### src/rtl/core/crms_pkg.sv
// shared types and constants for the clutter map subtraction block
package crms_pkg;

	localparam int AZIMUTH_ROWS    = 512;
	localparam int SAMPLES_PER_ROW = 512;
	localparam int MAP_DEPTH       = AZIMUTH_ROWS * SAMPLES_PER_ROW;
	localparam int ADDR_W          = $clog2(MAP_DEPTH);

	localparam int SAMPLE_W  = 8;
	localparam int BIN_W     = 9;
	localparam int AZ_W      = 9;
	localparam int SIU_W     = 10;
	localparam int LCOUNT_W  = 16;

	localparam logic [SIU_W-1:0]    SIU_RESET    = 10'd512;
	localparam logic [LCOUNT_W-1:0] LCOUNT_RESET = 16'd3600;

	localparam int Q_DEPTH = 4;
	localparam int Q_PTR_W = $clog2(Q_DEPTH);
	localparam int Q_CNT_W = $clog2(Q_DEPTH + 1);

	// register index, taken from paddr[2]
	localparam logic REG_SAMPLES_IN_USE = 1'b0;
	localparam logic REG_LEARN_COUNT    = 1'b1;

	typedef struct packed {
		logic [SAMPLE_W-1:0] sample;
		logic [ADDR_W-1:0]   addr;
		logic                hit;
		logic                learn;
	} crms_item_t;

endpackage

### src/rtl/core/crms_queue.sv
// short fifo between the front end and the map pipeline
module crms_queue
	import crms_pkg::*;
(
	input  logic       clk,
	input  logic       arst_n,
	input  logic       push,
	input  crms_item_t push_item,
	output logic       full,
	input  logic       pop,
	output logic       not_empty,
	output crms_item_t head_item
);

	crms_item_t         slot_q [Q_DEPTH];
	logic [Q_PTR_W-1:0] wr_ptr_q;
	logic [Q_PTR_W-1:0] rd_ptr_q;
	logic [Q_CNT_W-1:0] count_q;

	assign full      = (32'(count_q) == Q_DEPTH);
	assign not_empty = (count_q != '0);
	assign head_item = slot_q[rd_ptr_q];

	always_ff @(posedge clk) begin
		if (push) begin
			slot_q[wr_ptr_q] <= push_item;
		end
	end

	always_ff @(posedge clk or negedge arst_n) begin
		if (!arst_n) begin
			wr_ptr_q <= '0;
			rd_ptr_q <= '0;
			count_q  <= '0;
		end else begin
			if (push) begin
				wr_ptr_q <= (32'(wr_ptr_q) == Q_DEPTH - 1) ? '0 : wr_ptr_q + 1'b1;
			end
			if (pop) begin
				rd_ptr_q <= (32'(rd_ptr_q) == Q_DEPTH - 1) ? '0 : rd_ptr_q + 1'b1;
			end
			if (push && !pop) begin
				count_q <= count_q + 1'b1;
			end else if (pop && !push) begin
				count_q <= count_q - 1'b1;
			end
		end
	end

endmodule

### config.mk
export PLATFORM = sky130hd
export DESIGN_NAME = crms_queue
export DESIGN_NICKNAME = d
export VERILOG_FILES = /design/src/rtl/core/crms_pkg.sv /design/src/rtl/core/crms_queue.sv
export SDC_FILE = /design/constraint.sdc
export NUM_CORES = 1
export LEC_CHECK = 0
export ABC_CLOCK_PERIOD_IN_PS = 3700
export BUFFER_PORTS_ARGS = -buffer_cell sky130_fd_sc_hd__buf_2
export CORE_ASPECT_RATIO = 2
export CORE_MARGIN = 3
export CORE_UTILIZATION = 30
export CTS_BUF_LIST = sky130_fd_sc_hd__clkbuf_8
export CTS_CLUSTER_DIAMETER = 30
export DETAILED_ROUTE_END_ITERATION = 16
export GPL_ROUTABILITY_DRIVEN = 0
export GPL_TIMING_DRIVEN = 1
export PLACE_DENSITY = 0.44
export SYNTH_ARGS = -nofsm -noshare
export SYNTH_HDL_FRONTEND = slang
export SYNTH_SLANG_ARGS = --single-unit
### constraint.sdc
create_clock -name clk -period 3.7 [get_ports clk]
set_input_delay 0.74 -clock clk [delete_from_list [all_inputs] [get_ports clk]]
set_output_delay 0.74 -clock clk [all_outputs]
set_load 0.01 [all_outputs]
==> summary.txt <==
Outcome
  • Result of the run: finished, final reports clean

Power and ir drop
  • Switching power as a share of total power: roughly 28%
  • Power per cell area: around 800 mW/mm2
  • Share of power burned in the clock network: between 30% and 40%
  • Leakage component of the power: around 1.9 nW
  • Combinational share of power: between 20% and 30%
  • Internal: about 3 mW
  • Switching Power: ~1.2 mW
  • Tot Pwr: 4.26 mW
  • Sequential share of power: a little under half
  • VDD IR-drop max: around 0.00023 V

Timing
  • Headroom to the max-slew limit: 44.4%
  • Final Cycle Share: about 79%
  • Worst setup skew after layout: 0.00891 ns
  • Highest clock rate: around 0.34 GHz
  • Worst Hold Margin: between 0.15 and 0.2 ns
  • Pin slew with the least headroom to its limit: ~0.83 ns
  • Final setup violation count: 0
  • Count of pins over their slew limit: 0
  • Clock period minus final worst setup slack: between 2 and 3 ns
  • Unrepaired setup endpoints after global routing: no
  • Final Worst Setup Slack: 0.768 ns
  • Final-report hold violation count: 0
  • Final-layout setup total negative slack: 0 ns

Floorplanning
  • Initial Utilization: slightly above 30%
  • Die height: between 150 and 200 um
  • Placeable core region: around 0.014 mm2
  • Floorplan die width: roughly 92 um
  • I/O pin total: 62
  • Number of placement rows: 62
  • Die area: ~0.016 mm2

Job
  • Number of maximum-capacitance violations: 0

Synthesis
  • Compound-gate portion of the synthesized area: 0.224%
  • Register area share after synthesis: 79.3%
  • Distinct cell type count of the synthesized netlist: 19
  • Post-synthesis adder-cell area fraction: ~2.1%
  • Fraction of synthesized cell area in xor and xnor cells: less than 1%
  • Share of synthesized area spent on multiplexers: around 15%
  • Synth Register Bits: ~120
  • Post-Synth Simple-Gate Area: under 10%
  • Combinational family with the most area after synthesis: multiplexers
  • Yosys synthesis warning count: 0
  • Biggest area contributors in the synthesized netlist: edfxtp_1 (75%), mux4_2 (14%), dfrtp_1 (3.9%)
  • Leading area contributor after synthesis: edfxtp_1
  • Share of the synthesized area in the top cell type: 75.4%
  • Syn nets: 222
  • Post-synth design cell area: around 0.0045 mm2
  • Count of mapped cells out of synthesis: ~180
  • Mapped Avg Cell Area: between 20 and 25 um2

Clock tree
  • Count of H-tree levels built during CTS: 4
  • Clk Latency, worst-skew pair: approximately 0.42 ns
  • Root buffer cell: clkbuf_8
  • Post-cts repair resize count: 0
  • Clock transition at the registers of the reported paths: 0.07 ns
  • TritonCTS buffer count: 17
  • Maximum buffer depth of the clock tree: 2
  • Clock Sinks: 119
  • # hold bufs at CTS: 0
  • Clock tree from TritonCTS: built
  • Setup Fix Bufs, Post-CTS: 0

Route
  • DRC violation count after routing: 0
  • Drt first pass iters: 6
  • Drt wl/cell: approximately 18 um
  • Per-cell via count in the routed design: between 4 and 5
  • Via total after detailed routing: about 2,000
  • Count of nets left with antenna violations after detail routing: 0
  • First DRT Iteration DRCs: between 90 and 100
  • Post-Route WL: 8.23 mm

Final layout
  • Multi-input combinational cell area: about 860 um2
  • Ant. Diodes: 0
  • Core occupancy in the finished layout: ~38%
  • Filler Cells Inserted: 1,400
  • Count of nets after finishing: between 200 and 300
  • Flip-flop and latch area: around 0.0035 mm2
  • Ratio of cells with drive above 1 in the final layout: approximately 48%
  • Most common cell after layout, fill and taps aside: edfxtp_1
  • Layout Area Growth over Synthesis: 21.9%
  • Most used cells in the layout excluding fill and tap cells: edfxtp_1 (112), buf_2 (61), mux4_2 (28)

Place
  • Post-Place Setup Slack: about 1.1 ns
  • Total half-perimeter wirelength after legalization and detailed placement: between 5 and 6 mm
  • IO buf count: 61

Global routing
  • Aggregate global routing overflow: 0
  • Number of global-route vias before repair: around 2,300
  • Global-route wire length before repair: 12.8 mm
  • Initial antenna violation count: 0
  • Pin count of the biggest net entering global routing: 31
  • Global router's overall resource usage: 10.9%

Worst setup path
  • Cell-by-cell trace of the critical path: buf_4 > mux4_2 > buf_2
  • Path type of the worst setup path: register to output pin
  • Register-to-register path setup slack: ~1.9 ns
  • Category of the worst setup path capture point: output pin
  • CP max FO: 19
  • Category of the worst setup path launch point: register
  • Cell at the slowest stage of the critical path: dfrtp_2
  • Data arrival time at the worst-slack endpoint: approximately 2.2 ns
  • Delay of the slowest cell on the worst path: 0.76 ns
  • Required time worst endpoint: between 2 and 3 ns

Worst hold path
  • Hold WC Path Type: primary input to async pin
power by group through the flow:
stage,registers [mW],logic [mW],clock network [mW]
floorplan,1.82,0.794,0
global placement,1.97,1.04,0
detailed placement,1.98,1.05,0
CTS,1.95,1.05,1.36
global route,1.98,1.11,1.41
finish,1.93,1.01,1.32
per-layer routing:
metal	GRT usage (%)	part of all wire (%)	vias up
li1	-	-	915
met1	11.0	37	1029
met2	20.0	58	48
met3	3.97	3.2	8
met4	4.65	1.7	0
met5	0	0	-
worst max-delay path, delay by kind of cell, from the launching register on:
kind                   cells  cell delay, ns
buffers and inverters      2            0.49
DFF                        1            0.76
muxes                      1            0.53
state kept, by name, summed over array words and instances, names as in the netlist:
signal	cells
slot_q	112
count_q	3
rd_ptr_q	2
wr_ptr_q	2
kinds of logic (layout without fill, tap and decap cells):
| group | after synthesis | in the layout |
|---|---|---|
| DFF | 119 | 119 |
| muxes | 31 | 31 |
| buffers and inverters | 11 | 100 |
| and+or+nand+nor | 10 | 10 |
| adders and majority gates | 7 | 7 |
| xor gates and xnor gates | 3 | 3 |
| AOI/OAI and AO/OA | 2 | 2 |
Yosys cell counts:
cell type  number
xor2_1          2
fa_1            1
buf_6           3
mux2_2          3
xnor2_1         1
dfrtp_1         7
buf_4           1
and2_1          4
nor3b_1         1
or3_1           1
nor2_1          2
mux4_2         28
nand2_1         1
o21ai_0         2
edfxtp_1      112
nand3_1         1
inv_1           5
buf_2           2
ha_1            6
path summary, 6_finish.rpt:
path / end / startpoint / cells past startpoint
max reg2reg: slot_q[2][7]$_DFFE_PP_ / wr_ptr_q[0]$_DFFE_PN0P_ / 3
min reg2reg: count_q[2]$_DFFE_PN0P_ / count_q[2]$_DFFE_PN0P_ / 1
min in group clk: count_q[2]$_DFFE_PN0P_ / count_q[2]$_DFFE_PN0P_ / 1
max in group asynchronous: rd_ptr_q[0]$_DFFE_PN0P_ / arst_n / 1
max: head_item[2] / rd_ptr_q[0]$_DFFE_PN0P_ / 3
min: wr_ptr_q[1]$_DFFE_PN0P_ / arst_n / 1
per-stage QoR:
step | instance area [um2] | instances
6_report | 5440 | 464
3_3_place_gp | 4980 | 432
3_5_place_dp | 4980 | 432
2_1_floorplan | 4460 | 183
5_1_grt | 5440 | 464
4_1_cts | 5440 | 464
area by class of cell:
cell class / count / share of cell area (%)
repair buffers: 63 / 5.89
clock inverters: 15 / 4.17
clock buffers: 17 / 4.30
well taps: 192 / 4.42
multi-input cells: 53 / 15.7
inverters: 5 / 0.345
flip-flops and latches: 119 / 65.1
Power figures use the tool's default switching activity.
