**src/rtl/core/crms_pkg.sv**
```systemverilog
// shared types and constants for the clutter map subtraction block
package crms_pkg;

	localparam int AZIMUTH_ROWS    = 512;
	localparam int SAMPLES_PER_ROW = 512;
	localparam int MAP_DEPTH       = AZIMUTH_ROWS * SAMPLES_PER_ROW;
	localparam int ADDR_W          = $clog2(MAP_DEPTH);

	localparam int SAMPLE_W  = 8;
	localparam int BIN_W     = 9;
	localparam int AZ_W      = 9;
	localparam int SIU_W     = 10;
	localparam int LCOUNT_W  = 16;

	localparam logic [SIU_W-1:0]    SIU_RESET    = 10'd512;
	localparam logic [LCOUNT_W-1:0] LCOUNT_RESET = 16'd3600;

	localparam int Q_DEPTH = 4;
	localparam int Q_PTR_W = $clog2(Q_DEPTH);
	localparam int Q_CNT_W = $clog2(Q_DEPTH + 1);

	// register index, taken from paddr[2]
	localparam logic REG_SAMPLES_IN_USE = 1'b0;
	localparam logic REG_LEARN_COUNT    = 1'b1;

	typedef struct packed {
		logic [SAMPLE_W-1:0] sample;
		logic [ADDR_W-1:0]   addr;
		logic                hit;
		logic                learn;
	} crms_item_t;

endpackage

```
**src/rtl/core/crms_front.sv**
```systemverilog
// front end: learning controller, range check and map address
module crms_front
	import crms_pkg::*;
(
	input  logic                clk,
	input  logic                arst_n,
	input  logic                in_valid,
	output logic                in_ready,
	input  logic [SAMPLE_W-1:0] sample_value,
	input  logic [BIN_W-1:0]    sample_index,
	input  logic [AZ_W-1:0]     azimuth,
	input  logic [AZ_W-1:0]     reported_bearing,
	input  logic                first_of_sweep,
	input  logic                set_learning,
	input  logic [SIU_W-1:0]    samples_in_use,
	input  logic [LCOUNT_W-1:0] learn_count,
	input  logic                clear_busy,
	input  logic                q_full,
	output logic                push,
	output crms_item_t          push_item
);

	logic                learn_q;
	logic [LCOUNT_W-1:0] count_q;
	logic [AZ_W-1:0]     prev_az_q;

	logic                learn_d;
	logic [LCOUNT_W-1:0] count_d;
	logic [LCOUNT_W-1:0] count_inc;
	logic                learn_req;
	logic                in_range;

	assign in_ready = !q_full && !clear_busy;
	assign push     = in_valid && in_ready;

	assign learn_req = learn_q || set_learning;
	assign count_inc = count_q + 16'd1;

	always_comb begin
		learn_d = learn_q;
		count_d = count_q;
		if (first_of_sweep) begin
			learn_d = learn_req;
			if (learn_req && (prev_az_q != reported_bearing)) begin
				if (count_inc >= learn_count) begin
					learn_d = 1'b0;
					count_d = '0;
				end else begin
					count_d = count_inc;
				end
			end
		end
	end

	assign in_range = ({1'b0, sample_index} < samples_in_use) &&
		(32'(sample_index) < SAMPLES_PER_ROW) &&
		(32'(azimuth) < AZIMUTH_ROWS);

	always_comb begin
		push_item.sample = sample_value;
		push_item.addr   = ADDR_W'(32'(azimuth) * SAMPLES_PER_ROW + 32'(sample_index));
		push_item.hit    = in_range;
		push_item.learn  = learn_d;
	end

	always_ff @(posedge clk or negedge arst_n) begin
		if (!arst_n) begin
			learn_q   <= 1'b0;
			count_q   <= '0;
			prev_az_q <= '0;
		end else if (push) begin
			learn_q <= learn_d;
			count_q <= count_d;
			if (first_of_sweep) begin
				prev_az_q <= azimuth;
			end
		end
	end

endmodule

```
**config.mk**
```make
export PLATFORM = sky130hd
export DESIGN_NAME = crms_front
export DESIGN_NICKNAME = d
export VERILOG_FILES = /design/src/rtl/core/crms_pkg.sv /design/src/rtl/core/crms_front.sv
export SDC_FILE = /design/constraint.sdc
export NUM_CORES = 1
export LEC_CHECK = 0
export ABC_AREA = 1
export BUFFER_PORTS_ARGS = -buffer_cell sky130_fd_sc_hd__buf_2
export CAP_MARGIN = 25
export CELL_PAD_IN_SITES_DETAIL_PLACEMENT = 0
export CELL_PAD_IN_SITES_GLOBAL_PLACEMENT = 1
export CORE_AREA = 2 2 86 88
export CTS_CLUSTER_DIAMETER = 200
export DETAILED_ROUTE_END_ITERATION = 10
export DIE_AREA = 0 0 88 90
export GPL_ROUTABILITY_DRIVEN = 1
export PLACE_DENSITY = 0.93
export SLEW_MARGIN = 20
export SYNTH_ARGS = -nofsm -noshare
export SYNTH_HDL_FRONTEND = slang
export SYNTH_SLANG_ARGS = --single-unit
```
**constraint.sdc**
```tcl
create_clock -name clk -period 5.19 [get_ports clk]
set_input_delay 0.2595 -clock clk [delete_from_list [all_inputs] [get_ports clk]]
set_output_delay 0.2595 -clock clk [all_outputs]
set_load 0.05 [all_outputs]
```
==> results of run 1 <==
-- worst max-delay path by stage --
stage	to	slack, ns	cells after the start
after CTS	push_item[0]	2.13	16
final	push_item[0]	2.15	16
after global placement	push_item[0]	2.54	16
after detailed placement	push_item[0]	2.45	16
after floorplan	push_item[0]	2.82	16
after global routing	push_item[0]	1.87	16
-- area by class of cell --
class / instances / area (µm²)
Tap cell: 99 / 123.9
Multi-Input combinational cell: 231 / 1325
Fill cell: 745 / 4194
Clock buffer: 3 / 41.29
Sequential cell: 26 / 650.6
Timing Repair Buffer: 81 / 405.4
Clock inverter: 1 / 30.03
Inverter: 66 / 250.2
-- worst max-delay path: cells and delay by family (launching register included) --
family          cells  cell delay [ns]
xor+xnor            1             0.17
buf+inv             3             0.38
compound gates      1             0.16
flops               1             0.47
fa+ha+maj           2             0.56
simple gates        9             0.77
-- power groups by stage --
stage,clock [µW],combinational (µW),sequential [µW]
5_1_grt,182,246,255
6_report,171,213,251
4_1_cts,176,217,251
2_1_floorplan,0,181,249
3_3_place_gp,0,210,254
3_5_place_dp,0,215,255
-- logic make-up (layout without fill, tap and decap cells) --
logic type                 Yosys count  count (layout)  synth area share
xor gates and xnor gates            17              17           0.06034
DFF                                 26              26            0.2637
AOI/OAI and AO/OA                   25              25           0.05680
adders and majority gates           25              25            0.1268
buffers and inverters               98             151            0.1993
and+or+nand+nor                    164             164            0.2931
-- layer usage --
metal / track usage / routed length (µm) / vias up
met5: 0 / 0 / -
met4: 0.03205 / 49 / 0
met1: 0.1733 / 2334 / 969
met2: 0.2336 / 2512 / 52
li1: - / - / 1164
met3: 0.008264 / 240 / 4
-- flip-flops by register name, indices dropped and copies added (netlist names) --
signal and flops:
learn_q 1, prev_az_q 9, count_q 16
-- cell usage in the layout, fill, tap and decap left out, types with 2 or more instances in the layout --
| cell type | instances |
|---|---|
| nor2_1 | 18 |
| nand3_1 | 23 |
| nor2_8 | 2 |
| nand2_1 | 107 |
| nor3_1 | 3 |
| xor2_1 | 12 |
| xnor2_1 | 5 |
| nor2_2 | 2 |
| o21ai_0 | 9 |
| ha_1 | 25 |
| nor2_4 | 2 |
| buf_2 | 81 |
| inv_1 | 64 |
| nand4_1 | 6 |
| a21oi_1 | 13 |
| clkbuf_8 | 3 |
| dfrtp_1 | 26 |
-- through the flow --
stage | std cells | util | instance area (µm²)
2_1_floorplan | 355 | - | 2467
3_3_place_gp | 503 | 0.3924 | 2755
3_5_place_dp | 503 | 0.3924 | 2755
4_1_cts | 507 | 0.4026 | 2826
5_1_grt | 507 | 0.4026 | 2826
6_report | 507 | 0.4026 | 2826
==> impl_metrics.env, run 1 <==
export IMPL_status="complete, but fails checks"
export IMPL_violations="negative hold slack"
export IMPL_grt_pass1_wl_mm=8.769
export IMPL_postRouteAntennaNets=0
export IMPL_p_sw_uw=224.8
export IMPL_rr_endpoint="count_q[14]"
export IMPL_crit_top_cell="nand2_1"
export IMPL_dr_total_vias=2189
export IMPL_io_pins=98
export IMPL_worstPathMaxFanout=7
export IMPL_clockRootBuffer="clkbuf_8"
export IMPL_cts_buffers=3
export IMPL_drv_slew=0
export IMPL_pwr_share_seq=0.395
export IMPL_die_y_um=90
export IMPL_clkSlewWorstSetupHoldPaths_ns=0.09
export IMPL_coreArea_um2=7020
export IMPL_cap_viol_max_count=0
export IMPL_grt_pass1_vias=2106
export IMPL_syn_nets=448
export IMPL_end_kind="output port"
export IMPL_min_period_ns=3.042
export IMPL_cts_resized=0
export IMPL_cpPeakStageDelay_ns=0.47
export IMPL_wire_per_inst_um=10.13
export IMPL_synth_commonest_cells="nand2_1, inv_1, buf_4, dfrtp_1, ha_1"
export IMPL_async_reset_ff_frac=1.000
export IMPL_yosysWarnings=0
export IMPL_ir_drop_mv=0.09439
export IMPL_grt_overflow=0
export IMPL_tightest_slew_ns=0.5898
export IMPL_fin_nets=502
export IMPL_cp_data_required_time_ns=4.93
export IMPL_vias_per_cell=4.318
export IMPL_gp_congestion=0.8211
export IMPL_synth_seq_area_share=0.2637
export IMPL_fin_tns_setup_ns=0
export IMPL_leakage_uw=0.001695
export IMPL_synth_main_ff_cell="dfrtp_1"
export IMPL_setup_viol=0
export IMPL_rows=31
export IMPL_hold_slack_ns=-0.02698
export IMPL_cp_slowest_cell="dfrtp_1"
export IMPL_syn_to_final_growth_pct=14.55
export IMPL_clk_latency_ns=0.27
export IMPL_synth_top_area_frac=0.2637
export IMPL_skew_ns=0.002175
export IMPL_power_density_nw_per_um2=224.6
export IMPL_synthCells=355
export IMPL_yosysMostFrequentCell="nand2_1"
export IMPL_dieArea_um2=7920
export IMPL_fmax_ghz=0.3288
export IMPL_dr_pass1_iters=4
export IMPL_total_power_uw=634.7
export IMPL_antenna_found_initial=0
export IMPL_fp_dieW_um=88
export IMPL_drtIter0Drc=122
export IMPL_comb_power_share=0.335
export IMPL_ys_ff_latch=26
export IMPL_cp_arrival_ns=2.78
export IMPL_worstReg2RegStart="count_q[0]"
export IMPL_r2r_cells=17
export IMPL_synth_edf_count=0
export IMPL_antenna_cells=0
export IMPL_initial_core_util=0.3515
export IMPL_worstSetupPathType="flop to output port"
export IMPL_grt_max_degree=27
export IMPL_port_buffers=81
export IMPL_p_clk_frac=0.270
export IMPL_period_share=0.5861
export IMPL_crit_start="count_q[0]"
export IMPL_h_tree_depth=1
export IMPL_relSlewSlack=0.6068
export IMPL_avgSynthCellArea_um2=6.950
export IMPL_post_cts_buffers=0
export IMPL_preCtsSetupSlack_ns=2.447
export IMPL_cts_tree="yes"
export IMPL_synth_top_area_cell="dfrtp_1"
export IMPL_crit_chain="ha_1, nand2_1, nor2_1, xor2_1, inv_1, ha_1, nand2_1, inv_1, nand2_1, nor2_1, nor2_1, nand2_1, nand2_1, nand2_1, a21oi_1, buf_2"
export IMPL_holdBufCountCts=0
export IMPL_ys_top_cells_by_area="dfrtp_1, nand2_1, ha_1, inv_1, buf_4"
export IMPL_hold_viol=26
export IMPL_synth_distinct_cells=25
export IMPL_routed_wl_mm=5.137
export IMPL_finalWorstSetupSlack_ns=2.148
export IMPL_internal_power_uw=409.9
export IMPL_track_usage=0.1323
export IMPL_syn_area_um2=2467
export IMPL_detailed_place_hpwl_mm=4.235
export IMPL_clockBufferDepth=2
export IMPL_cts_sinks=26
export IMPL_cp_start_kind="flop"
export IMPL_ff2ff_setup_slack_ns=2.62
export IMPL_hp_class="input pin to asynchronous set/reset pin"
export IMPL_final_layout_size_suffix_gt1_frac=0.2328
export IMPL_netSwitchingFraction=0.3542
export IMPL_drcViolationCount=0
export IMPL_rsz0062_at_grt="no"
Power figures use the tool's default switching activity.
==> run 2, diff against run 1 <==
- CORE_AREA: 2 2 86 88 -> 2 2 94 96
- DIE_AREA: 0 0 88 90 -> 0 0 96 98
- PLACE_DENSITY: 0.93 -> 0.84
- clock period: 5.19 -> 2.6 ns (I/O delays scaled with it)
==> impl_metrics.env, run 2 (synthesis gave the netlist of run 1 again) <==
export IMPL_grt_max_degree=27
export IMPL_clockBufferDepth=2
export IMPL_cts_tree="yes"
export IMPL_port_buffers=81
export IMPL_detailed_place_hpwl_mm=4.565
export IMPL_gp_congestion=0.8330
export IMPL_drtIter0Drc=58
export IMPL_wire_per_inst_um=10.97
export IMPL_worstSetupPathType="flop to output port"
export IMPL_finalCoreUtilization=0.3657
export IMPL_worstPathMaxFanout=3
export IMPL_status="finished clean"
export IMPL_vias_per_cell=4.342
export IMPL_skew_ns=0.003895
export IMPL_cap_viol_max_count=0
export IMPL_netSwitchingFraction=0.3720
export IMPL_top_register="count_q"
export IMPL_pwr_share_seq=0.388
export IMPL_antenna_found_initial=0
export IMPL_cp_start_kind="flop"
export IMPL_largest_register_ffs=16
export IMPL_cp_slowest_cell="dfrtp_1"
export IMPL_cpPeakStageDelay_ns=0.40
export IMPL_final_layout_size_suffix_gt1_frac=0.3231
export IMPL_rows=34
export IMPL_hp_class="input pin to flop"
export IMPL_drcViolationCount=0
export IMPL_crit_chain="buf_6, nand2_2, nor3_2, buf_4, nand4_1, xor2_2, ha_1, nand2_2, nor2_2, a21oi_2, nand2_2, a21oi_2, buf_6"
export IMPL_fp_dieW_um=96
export IMPL_top_regs="count_q: 16 flops, prev_az_q: 9 flops, learn_q: 1 flops"
export IMPL_initial_core_util=0.2915
export IMPL_cp_data_required_time_ns=2.47
export IMPL_track_usage=0.1206
export IMPL_fin_nets=518
export IMPL_comb_power_share=0.401
export IMPL_crit_top_cell="nand2_2"
export IMPL_internal_power_uw=805.0
export IMPL_io_pins=98
export IMPL_power_density_nw_per_um2=414.1
export IMPL_grt_overflow=0
export IMPL_rsz0062_at_grt="yes"
export IMPL_worstReg2RegStart="count_q[2]"
export IMPL_relSlewSlack=0.5726
export IMPL_coreArea_um2=8466
export IMPL_clk_latency_ns=0.27
export IMPL_cp_arrival_ns=2.46
export IMPL_setup_viol=0
export IMPL_final_cell_mix="nand2_1, buf_2, inv_1"
export IMPL_total_power_uw=1282
export IMPL_p_sw_uw=476.8
export IMPL_p_clk_frac=0.211
export IMPL_tightest_slew_ns=0.6411
export IMPL_dr_total_vias=2310
export IMPL_postRouteAntennaNets=0
export IMPL_drv_slew=0
export IMPL_dr_pass1_iters=4
export IMPL_grt_pass1_vias=2267
export IMPL_cts_buffers=3
export IMPL_h_tree_depth=1
export IMPL_period_share=0.9960
export IMPL_n_fill_cell=888
export IMPL_fmax_ghz=0.3861
export IMPL_clockRootBuffer="clkbuf_8"
export IMPL_ir_drop_mv=0.2435
export IMPL_routed_wl_mm=5.837
export IMPL_min_period_ns=2.590
export IMPL_clkSlewWorstSetupHoldPaths_ns=0.10
export IMPL_hold_viol=0
export IMPL_cts_sinks=26
export IMPL_crit_start="count_q[2]"
export IMPL_die_y_um=98
export IMPL_grt_pass1_wl_mm=9.363
export IMPL_end_kind="output port"
export IMPL_leakage_uw=0.001799
export IMPL_min_from="azimuth[7]"
export IMPL_dieArea_um2=9408
export IMPL_antenna_cells=0
export IMPL_mostFrequentLayoutCell="nand2_1"
export IMPL_syn_to_final_growth_pct=25.46
run 2: changes by cell type in the layout (fill, tap and decap cells not counted), sizes merged:
| cell | change |
|---|---|
| clkbuf | +1 |
| bufinv | -1 |
| dlygate4sd3 | +1 |
| buf | +15 |
run 2: repair_timing:
item,CTS,global route
setup endpoints to repair,1,17
gates resized for setup,17,20
hold endpoints to repair,26,0
setup buffers,11,1
hold buffers,1,0
pin swaps,17,13
run 2: power by group through the flow:
stage	registers [µW]	clock network, µW	logic [µW]
after global placement	502	0	440
after CTS	495	281	512
after detailed placement	505	0	449
after floorplan	498	0	361
final	497	271	514
after global routing	505	291	581
run 2: worst max-delay path, delay by kind of cell, from the launching register on:
family                     cells  cell delay, ns
AOI/OAI and AO/OA              2            0.30
buffers and inverters          3            0.43
and+or+nand+nor                6            0.58
adders and majority gates      1            0.30
DFF                            1            0.40
xor gates and xnor gates       1            0.19
run 2: per-stage QoR:
stage	setup TNS [ns]	area (µm²)	cells	setup WS, ns	hold slack (ns)
after CTS	-0.02285	3003	531	-0.02285	0.07010
after floorplan	0	2467	355	0.3390	-0.1656
final	0	3095	532	0.01027	0.06989
after global routing	-0.1739	3095	532	-0.1739	0.08904
after global placement	0	2789	515	0.1269	0.1755
after detailed placement	0	2789	515	0.09806	0.1934
run 2: final timing paths:
check / endpoint / cells after the start / slack [ns]
setup reg to reg: count_q[9] / 15 / 0.22
setup / recovery: push_item[0] / 13 / 0.01
hold / removal: prev_az_q[7] / 3 / 0.07
hold reg to reg: count_q[14] / 2 / 0.50
max in group asynchronous: count_q[7] / 2 / 1.73
min in group asynchronous: prev_az_q[5] / 2 / 0.42
run 2: metal layers:
metal / GRT usage / routed length (µm) / vias up
met5: 0 / 0 / -
met4: 0.03736 / 79 / 0
met3: 0.01235 / 283 / 8
met2: 0.2260 / 2983 / 57
met1: 0.1401 / 2491 / 1047
li1: - / - / 1198
run 2: area by class of cell:
class | count | area (µm²) | share of cell area
multi-input cells | 231 | 1461 | 0.4721
flip-flops and latches | 26 | 653.1 | 0.2110
repair buffers | 97 | 538.0 | 0.1738
inverters | 66 | 252.7 | 0.08165
well taps | 108 | 135.1 | 0.04365
clock buffers | 4 | 55.05 | 0.01778
==> run 3, diff against run 2 <==
- CORE_AREA: 2 2 94 96 -> 2 2 89 91
- DIE_AREA: 0 0 96 98 -> 0 0 91 93
- PLACE_DENSITY: 0.84 -> 0.88
- clock period: 2.6 -> 2.4 ns (I/O delays scaled with it)
==> impl_metrics.env, run 3 (synthesis gave the netlist of run 1 again) <==
export IMPL_status="complete, but fails checks"
export IMPL_violations="negative setup slack"
export IMPL_dr_pass1_iters=5
export IMPL_relSlewSlack=0.5909
export IMPL_power_density_nw_per_um2=425.1
export IMPL_final_cell_mix="nand2_1, buf_2, inv_1"
export IMPL_hp_class="input pin to flop"
export IMPL_worstPathMaxFanout=4
export IMPL_drv_slew=0
export IMPL_cp_start_kind="flop"
export IMPL_drtIter0Drc=105
export IMPL_hold_viol=0
export IMPL_gp_congestion=0.8295
export IMPL_fin_nets=518
export IMPL_final_layout_size_suffix_gt1_frac=0.3144
export IMPL_initial_core_util=0.3278
export IMPL_end_kind="output port"
export IMPL_h_tree_depth=1
export IMPL_top_register="count_q"
export IMPL_die_y_um=93
export IMPL_n_fill_cell=824
export IMPL_ir_drop_mv=0.2103
export IMPL_antenna_cells=0
export IMPL_wire_per_inst_um=10.61
export IMPL_clockRootBuffer="clkbuf_8"
export IMPL_rows=32
export IMPL_grt_max_degree=27
export IMPL_tightest_slew_ns=0.6136
export IMPL_finalWorstSetupSlack_ns=-0.1944
export IMPL_top_regs="count_q: 16 flops, prev_az_q: 9 flops, learn_q: 1 flops"
export IMPL_cts_buffers=3
export IMPL_cap_viol_max_count=0
export IMPL_dieArea_um2=8463
export IMPL_cp_data_required_time_ns=2.28
export IMPL_clk_latency_ns=0.27
export IMPL_largest_register_ffs=16
export IMPL_setup_viol=1
export IMPL_cts_tree="yes"
export IMPL_grt_pass1_vias=2083
export IMPL_finalCoreUtilization=0.4111
export IMPL_track_usage=0.1248
export IMPL_worstSetupPathType="flop to output port"
export IMPL_routed_wl_mm=5.568
export IMPL_clkSlewWorstSetupHoldPaths_ns=0.09
export IMPL_detailed_place_hpwl_mm=4.362
export IMPL_cp_arrival_ns=2.47
export IMPL_port_buffers=81
export IMPL_syn_to_final_growth_pct=25.41
export IMPL_drcViolationCount=0
export IMPL_grt_overflow=0
export IMPL_period_share=1.081
export IMPL_skew_ns=0.002314
export IMPL_vias_per_cell=4.383
export IMPL_preCtsSetupSlack_ns=-0.05224
export IMPL_clockBufferDepth=2
export IMPL_mostFrequentLayoutCell="nand2_1"
export IMPL_dr_total_vias=2301
export IMPL_coreArea_um2=7527
export IMPL_io_pins=98
export IMPL_antenna_found_initial=0
export IMPL_fp_dieW_um=91
export IMPL_cts_sinks=26
export IMPL_fmax_ghz=0.3855
export IMPL_min_period_ns=2.594
export IMPL_grt_pass1_wl_mm=8.914
export IMPL_rsz0062_at_grt="yes"
export IMPL_leakage_uw=0.001800
export IMPL_postRouteAntennaNets=0
run 3: changes by cell type in the layout (fill, tap and decap cells not counted), sizes merged:
cell | before | now
buf | 96 | 95
clkbuf | 4 | 3
clkinv | 0 | 1
run 3: final cells by class:
cell class	instances	area [µm²]	area share
clock buffers	3	41.29	0.01334
inverters	66	262.8	0.08492
multi-input cells	231	1473	0.4759
flip-flops and latches	26	650.6	0.2103
well taps	102	127.6	0.04125
repair buffers	96	530.5	0.1715
repair inverters	1	8.758	0.002831
run 3: power breakdown:
group	total (µW)	switching, µW	internal (µW)
clock network	253	140	113
logic	527	316	211
registers	536	43.6	493
run 3: what timing repair did:
item / in CTS / in global routing
resized for setup: 16 / 22
gates cloned: 0 / 1
endpoints found under the setup margin: 17 / 18
hold buffers: 1 / 0
setup buffers: 4 / 1
pin swaps: 10 / 11
hold endpoints to repair: 26 / 0
run 3: final timing paths:
check                          endpoint  depth (start not counted)  slack (ns)         from
max                        push_item[0]                         13       -0.19   count_q[2]
min                        prev_az_q[7]                          3        0.05   azimuth[7]
max reg2reg                 count_q[14]                         19        0.07   count_q[2]
min reg2reg                 count_q[15]                          2        0.49  count_q[15]
max in group asynchronous  prev_az_q[6]                          2        1.61       arst_n
min in group asynchronous  prev_az_q[5]                          2        0.38       arst_n
run 3: worst max-delay path, stage by stage (launching register included):
cell and delay [ns]:
dfrtp_1 0.41, nand2_2 0.11, nor2_4 0.13, nand2_4 0.07
nor2_4 0.12, nand3_2 0.10, xor2_2 0.17, ha_1 0.30
a21oi_1 0.15, o21ai_1 0.09, a21oi_2 0.13, nand2_2 0.09
a21oi_2 0.14, buf_6 0.18
run 3: per-stage QoR:
stage / power (µW) / std cells / hold slack, ns / cell area (µm²) / setup TNS (ns)
detailed placement: 1047 / 515 / 0.1690 / 2826 / -0.1116
finish: 1315 / 525 / 0.05364 / 3094 / -0.1944
global route: 1415 / 525 / 0.06490 / 3094 / -2.095
CTS: 1318 / 523 / 0.05210 / 2978 / -0.2131
global placement: 1035 / 515 / 0.1629 / 2826 / -0.04136
floorplan: 930.5 / 355 / -0.1756 / 2467 / 0
run 3: layer usage:
layer,GRT usage,part of all wire
met5,0,0
met2,0.2315,0.50
met1,0.1539,0.44
met3,0.01289,0.043
met4,0.03409,0.010
